## config.mk

```make
export PLATFORM = sky130hd
export DESIGN_NAME = gcd_cdiv
export DESIGN_NICKNAME = d
export VERILOG_FILES = /design/src/rtl/core/great_circle_distance_assert.svh /design/src/rtl/core/gcd_cdiv.sv
export SDC_FILE = /design/constraint.sdc
export NUM_CORES = 1
export LEC_CHECK = 0
export ABC_AREA = 1
export BUFFER_PORTS_ARGS = -buffer_cell sky130_fd_sc_hd__buf_2
export CAP_MARGIN = 20
export CELL_PAD_IN_SITES_DETAIL_PLACEMENT = 1
export CELL_PAD_IN_SITES_GLOBAL_PLACEMENT = 1
export CORE_ASPECT_RATIO = 0.8
export CORE_UTILIZATION = 54
export DETAILED_ROUTE_END_ITERATION = 10
export PLACE_DENSITY = 0.88
export SETUP_SLACK_MARGIN = 0.5
export SYNTH_ARGS = -nofsm -noshare
export SYNTH_HDL_FRONTEND = slang
export SYNTH_SLANG_ARGS = --single-unit
```

## constraint.sdc

```tcl
create_clock -name clk -period 9.3 [get_ports clk]
set_clock_uncertainty 0.05 [all_clocks]
set_input_delay 0.465 -clock clk [delete_from_list [all_inputs] [get_ports clk]]
set_output_delay 0.465 -clock clk [all_outputs]
set_load 0.05 [all_outputs]
```

## src/rtl/core/great_circle_distance_assert.svh

```systemverilog
// ============================================================================
// Great-circle distance assertion macros
// Concurrent assertion wrappers; they compile away when SYNTHESIS is set.
// ============================================================================
`ifndef GREAT_CIRCLE_DISTANCE_ASSERT_SVH
`define GREAT_CIRCLE_DISTANCE_ASSERT_SVH
`ifndef SYNTHESIS
// cond must hold at every clock edge out of reset
`define GCD_ASSERT_ALWAYS(label, clk, rst_n, cond) \
    label: assert property (@(posedge clk) disable iff (!rst_n) (cond)) \
        else $error("great_circle_distance: invariant violated");
// post must hold in the cycle after pre
`define GCD_ASSERT_NEXT(label, clk, rst_n, pre, post) \
    label: assert property (@(posedge clk) disable iff (!rst_n) (pre) |=> (post)) \
        else $error("great_circle_distance: sequence violated");
`else
`define GCD_ASSERT_ALWAYS(label, clk, rst_n, cond)
`define GCD_ASSERT_NEXT(label, clk, rst_n, pre, post)
`endif
`endif

```

## src/rtl/core/gcd_cdiv.sv

```systemverilog
// ============================================================================
// Constant divider
// Floor division by a constant: split reciprocal multiply, then one
// remainder check that fixes the quotient low by one.
// ============================================================================
module gcd_cdiv #(
    parameter int WIDTH   = 36,
    parameter int DIVISOR = 5
) (
    input  logic             clk,
    input  logic             rst_n,
    input  logic             en,
    input  logic             in_valid,
    input  logic [WIDTH-1:0] num,
    output logic             out_valid,
    output logic [WIDTH-1:0] quo
);
    localparam int LO = WIDTH / 2;
    localparam int HI = WIDTH - LO;
    localparam int PW = 2 * WIDTH;
    localparam longint unsigned RECIP_L = (64'd1 << WIDTH) / DIVISOR;
    localparam logic [WIDTH-1:0] RECIP  = WIDTH'(RECIP_L);
    localparam logic [WIDTH-1:0] DIV    = WIDTH'(DIVISOR);

    logic [HI+WIDTH-1:0] phi_reg;
    logic [LO+WIDTH-1:0] plo_reg;
    logic [WIDTH-1:0]    num1_reg;
    logic [WIDTH-1:0]    num2_reg;
    logic [WIDTH-1:0]    q0_reg;
    logic [WIDTH-1:0]    quo_reg;
    logic                v1_reg;
    logic                v2_reg;
    logic                v3_reg;

    logic [PW-1:0]       prod_sum;
    logic [WIDTH-1:0]    rem;

    assign prod_sum = (PW'(phi_reg) << LO) + PW'(plo_reg);
    assign rem      = num2_reg - WIDTH'(q0_reg * DIV);

    always_ff @(posedge clk or negedge rst_n)
    begin
        if (!rst_n)
        begin
            v1_reg <= 1'b0;
            v2_reg <= 1'b0;
            v3_reg <= 1'b0;
        end
        else if (en)
        begin
            v1_reg <= in_valid;
            v2_reg <= v1_reg;
            v3_reg <= v2_reg;
        end
    end

    always_ff @(posedge clk)
    begin
        if (en)
        begin
            phi_reg  <= (HI+WIDTH)'(num[WIDTH-1:LO]) * (HI+WIDTH)'(RECIP);
            plo_reg  <= (LO+WIDTH)'(num[LO-1:0]) * (LO+WIDTH)'(RECIP);
            num1_reg <= num;
            q0_reg   <= prod_sum[PW-1:WIDTH];
            num2_reg <= num1_reg;
            quo_reg  <= q0_reg + WIDTH'(rem >= DIV);
        end
    end

    assign out_valid = v3_reg;
    assign quo       = quo_reg;

endmodule

```

== After elaboration in Yosys (flattened, before gate mapping) ==
Cells that the tools add are included.

* Latch bits: 0
* Flip-flop bits (word level): 251
* Memory bits (writable): 0
* ROM bits: 0
* Memories kept: 0
* Logic and storage cells: 16

* Multiply operators: 3
* Divide/modulo/power cells: 0
* $lt $le $gt $ge: 1
* Shift operators: 0
* Reductions and logical operators: 0
* Muxes and demuxes: 0
* Equality and inequality tests: 0
* Bitwise gates (word level): 0
* Add/sub/neg operators: 3

{| class="wikitable"
|+ Operators by type and width
! cell !! count
|-
| $mul 18x34->52 const B || 2
|-
| $add 70x52->71 || 1
|-
| $add 36x1->36 || 1
|-
| $ge 36x3->1 const B || 1
|-
| $mul 36x3->36 const B || 1
|-
| $sub 36x36->36 || 1
|}

== Logic depth before layout (Yosys ltp) ==
* Word-level depth: 4
* Depth in mapped cells: 33
* Gate-level depth less buffers: 33

== Worst setup path before layout ==
OpenSTA, ideal clock, no wires.

* Path type: input port to flip-flop
* From: input num[34]
* To: register phi_reg[47] (data pin)
* Slack: 3,913 ps
* Cell stages on the path: 21
* Library setup time: 252 ps
* Required time: 8,998 ps
* Data arrival time: 5,085 ps
* Path through: inv_1 > ha_1 > inv_1 > fa_1 > inv_1 > fa_1 > inv_1 > fa_1 > fa_1 > fa_1 > ha_1 > buf_4 > nand2_1 > nor2_1 > a21oi_1 > o21ai_0 > a21oi_1 > o21ai_0 > a21o_1 > nand2_1 > nand2_1

* Cells in the longest elaborated chain, start to end: 1

{| class="wikitable"
|+ RTL lines
! what !! line !! RTL
|-
| start, declared || gcd_cdiv.sv:14 || <nowiki>input logic [WIDTH-1:0] num,</nowiki>
|-
| $mul 18x34->52 || gcd_cdiv.sv:61 || <nowiki>phi_reg <= (HI+WIDTH)'(num[WIDTH-1:LO]) * (HI+WIDTH)'(RECIP);</nowiki>
|-
| end signal, assigned || gcd_cdiv.sv:61 ||
|-
| end, declared || gcd_cdiv.sv:25 || <nowiki>logic [HI+WIDTH-1:0] phi_reg;</nowiki>
|}

No other way between the ends.
A chain may end at the register's enable or synchronous reset.

== Worst setup path in the final report ==
* From: register q0_reg[5]
* To: register quo_reg[34] (netlist: quo[34]) (data pin)

* Cells in the longest elaborated chain, start to end: 4

{| class="wikitable"
|+ RTL lines
! what !! line !! RTL
|-
| start, declared || gcd_cdiv.sv:29 || <nowiki>logic [WIDTH-1:0] q0_reg;</nowiki>
|-
| start signal, assigned || gcd_cdiv.sv:64 || <nowiki>q0_reg <= prod_sum[PW-1:WIDTH];</nowiki>
|-
| $mul 36x3->36 || gcd_cdiv.sv:39 || <nowiki>assign rem = num2_reg - WIDTH'(q0_reg * DIV);</nowiki>
|-
| $sub 36x36->36 || gcd_cdiv.sv:39 ||
|-
| $ge 36x3->1 || gcd_cdiv.sv:66 || <nowiki>quo_reg <= q0_reg + WIDTH'(rem >= DIV);</nowiki>
|-
| $add 36x1->36 * || gcd_cdiv.sv:66 ||
|-
| end signal, assigned || gcd_cdiv.sv:66 ||
|-
| end, declared || gcd_cdiv.sv:30 || <nowiki>logic [WIDTH-1:0] quo_reg;</nowiki>
|}

Mark *: on every way between the ends. The rest lies on a longest branch, timed or not.

==> results.py <==
metrics = {
    "outcome": {
        "status": "finished clean",
    },
    "die": {
        "coreArea_sq_um": 44900,
        "initial_utilization_pct": 55.2,
        "dieArea_sq_um": 46800,
        "rows": 69,
        "fp.dieW_um": 242,
        "die_y_um": 194,
        "io_pins": 77,
    },
    "worst_setup_path": {
        "cp_slowest_cell": "edfxtp_1",
        "cp-startpoint": "q0_reg[5]",
        "worstPathRequired_ns": 9.58,
        "cp-start-kind": "flop",
        "cp_data_arrival_time_ns": 6.64,
        "regToRegSetupSlack_ns": 2.94,
        "crit_end": "quo[34]",
        "cp_max_fo": 6,
        "timing.rr.end": "quo[34]",
        "endpoint_kind": "flop",
        "r2r-start": "q0_reg[5]",
        "rr_worst_depth": 29,
        "worstSetupPathType": "reg -> reg",
        "critical_path.max_stage_delay_ns": 0.56,
    },
    "final_layout": {
        "mostFrequentLayoutCells": "inv_1 (607), nand2_1 (520), ha_1 (339)",
        "area_growth_pct": 8.03,
        "fin_area_sq_um": 26800,
        "num-fill-cells": 5396,
        "largest_reg_flops": 51,
        "finalNetCount": 3533,
        "layout.cells.most_common": "inv_1",
        "fin_util_pct": 59.7,
        "layout-drive-gt1-share_pct": 5.66,
        "num_antenna_cells": 0,
    },
    "clock_network": {
        "root_buffer": "clkbuf_16",
        "cts_made_buffers": 27,
        "cts_setup_buffers": 0,
        "clk_latency_ns": 0.58,
        "cts_max_path_buffers": 3,
        "clk_pin_slew_ns": 0.07,
        "clock-sinks": 231,
        "cts_tree": "built",
        "cts_resized": 0,
        "htree_levels": 1,
        "holdBufCountCts": 1,
    },
    "grt": {
        "grt_overflow": 0,
        "grt_pass1_vias": 22800,
        "grt_pass1_wl_mm": 129,
        "antenna_found_initial": 5,
        "grt_start_max_net_pins": 91,
        "grtUsageTotal_pct": 35.4,
    },
    "route": {
        "drtIter0Drc": 1370,
        "antenna_left": 0,
        "wl_per_cell_um": 22.9,
        "vias_per_cell": 5.74,
        "dr.pass1.iters": 5,
        "drt-total-wl_mm": 82.3,
        "vias": 20600,
        "remaining_drc_errors": 0,
    },
    "place": {
        "placed_area_sq_um": 25900,
        "place.gp.congestion": 0.968,
        "dp_hpwl_mm": 67.9,
        "portBuffers": 76,
    },
    "yosys": {
        "synthTopCellsByArea": "edfxtp_1 (28%), ha_1 (17%), fa_1 (15%)",
        "synth-edff-count": 228,
        "yosysSeqAreaShare_pct": 27.9,
        "synthAdderAreaFrac_pct": 32.2,
        "synth_warnings": 0,
        "synth_top_family_by_area": "adder cells",
        "synthSimpleGateAreaFrac_pct": 17.1,
        "synth_compound_gate_area_share_pct": 8.15,
        "synth_xor_area_share_pct": 5.05,
        "ys_seq_elements": 231,
        "syn_area_sq_um": 24800,
        "yosysTopAreaCellShare_pct": 27.6,
        "synth.distinct_cells": 54,
        "avgSynthCellArea_sq_um": 8.64,
        "synth_top_area_cell": "edfxtp_1",
        "yosys-mux-area-fraction_pct": 0.0454,
        "syn-num-nets": 3435,
        "syn_inst": 2869,
        "ys.flop_type": "edfxtp_1",
        "synth-async-reset-ratio_pct": 1.30,
    },
    "job": {
        "maxCapViolCount": 0,
    },
    "timing": {
        "finalHoldViolCount": 0,
        "finalSetupViolCount": 0,
        "max_slew_margin_pct": 29.2,
        "min_period_ns": 6.36,
        "min_period_over_period_pct": 68.4,
        "slew_violations": 0,
        "worstMarginPinSlew_ns": 1.06,
        "fmax_mhz": 157,
        "rsz0062_at_grt": "no",
        "setup_tns_ns": 0,
    },
    "min_path": {
        "hold_path_class": "in -> reg",
    },
}
per-stage QoR:
stage / worst slack (ns) / instances / hold WS [ns]
floorplan: 3.91 / 2869 / 0.119
global placement: 2.96 / 3539 / 0.211
detailed placement: 2.84 / 3539 / 0.214
CTS: 3.01 / 3589 / 0.0458
global route: 2.60 / 3590 / 0.0565
finish: 2.94 / 3590 / 0.0645
routing by layer:
| layer | track usage (%) | wire, um | up-vias |
|---|---|---|---|
| li1 | - | - | 9488 |
| met1 | 46.8 | 35900 | 10300 |
| met2 | 59.1 | 38600 | 662 |
| met3 | 6.82 | 5330 | 173 |
| met4 | 10.4 | 2480 | 2 |
| met5 | 0 | 13 | - |
how the worst min path moves through the flow:
stage | end | startpoint | cells past startpoint | slack (ns)
5_1_grt | num1_reg[35] | num[35] | 1 | 0.06
2_1_floorplan | out_valid | rst_n | 0 | 0.12
3_5_place_dp | v2_reg | rst_n | 1 | 0.21
4_1_cts | num1_reg[35] | num[35] | 1 | 0.05
6_report | num1_reg[20] | num[20] | 1 | 0.06
3_3_place_gp | v1_reg | rst_n | 1 | 0.21
critical path, delay by kind of cell, from the launching register on:
family          cells  cell delay, ns
compound gates      2            0.49
xor+xnor            1            0.16
buf+inv             6            0.45
fa+ha+maj           5            1.79
flops               1            0.56
simple gates       15            2.61
Yosys cell counts (6+ instances only):
library cell / count
nand4_1: 22
edfxtp_1: 228
a21o_1: 22
inv_1: 607
o21ai_0: 80
a21oi_1: 159
nor3_2: 6
nand3_1: 97
fa_1: 187
xnor2_1: 44
nand3b_1: 12
o21a_1: 12
xor2_1: 99
a31oi_1: 23
nand2_2: 10
nand2_1: 520
nor2_2: 6
nor3_1: 43
o21bai_1: 15
buf_4: 8
nor4_1: 7
o21ai_2: 6
nor2_1: 257
ha_1: 339
area by class of cell:
cell class / instances / area, sq um / area share (%)
clock buffer: 31 / 691 / 2.58
clock inverter: 18 / 183 / 0.682
inverter: 610 / 2290 / 8.55
multi-input combinational: 2017 / 15500 / 57.9
sequential: 231 / 6920 / 25.8
tap: 603 / 754 / 2.82
timing repair buffer: 80 / 443 / 1.65
cells by family (layout without fill, tap and decap cells):
logic type | after synthesis | in the layout
buffers and inverters | 621 | 739
multiplexers | 1 | 1
XOR/XNOR | 143 | 143
adder cells (fa/ha/maj) | 526 | 526
AO/OA/AOI/OAI | 350 | 350
flip-flops | 231 | 231
AND/OR/NAND/NOR | 997 | 997
Power is not shown: default switching activity piles up to over one toggle a cycle in this logic, so the estimate is an artifact.
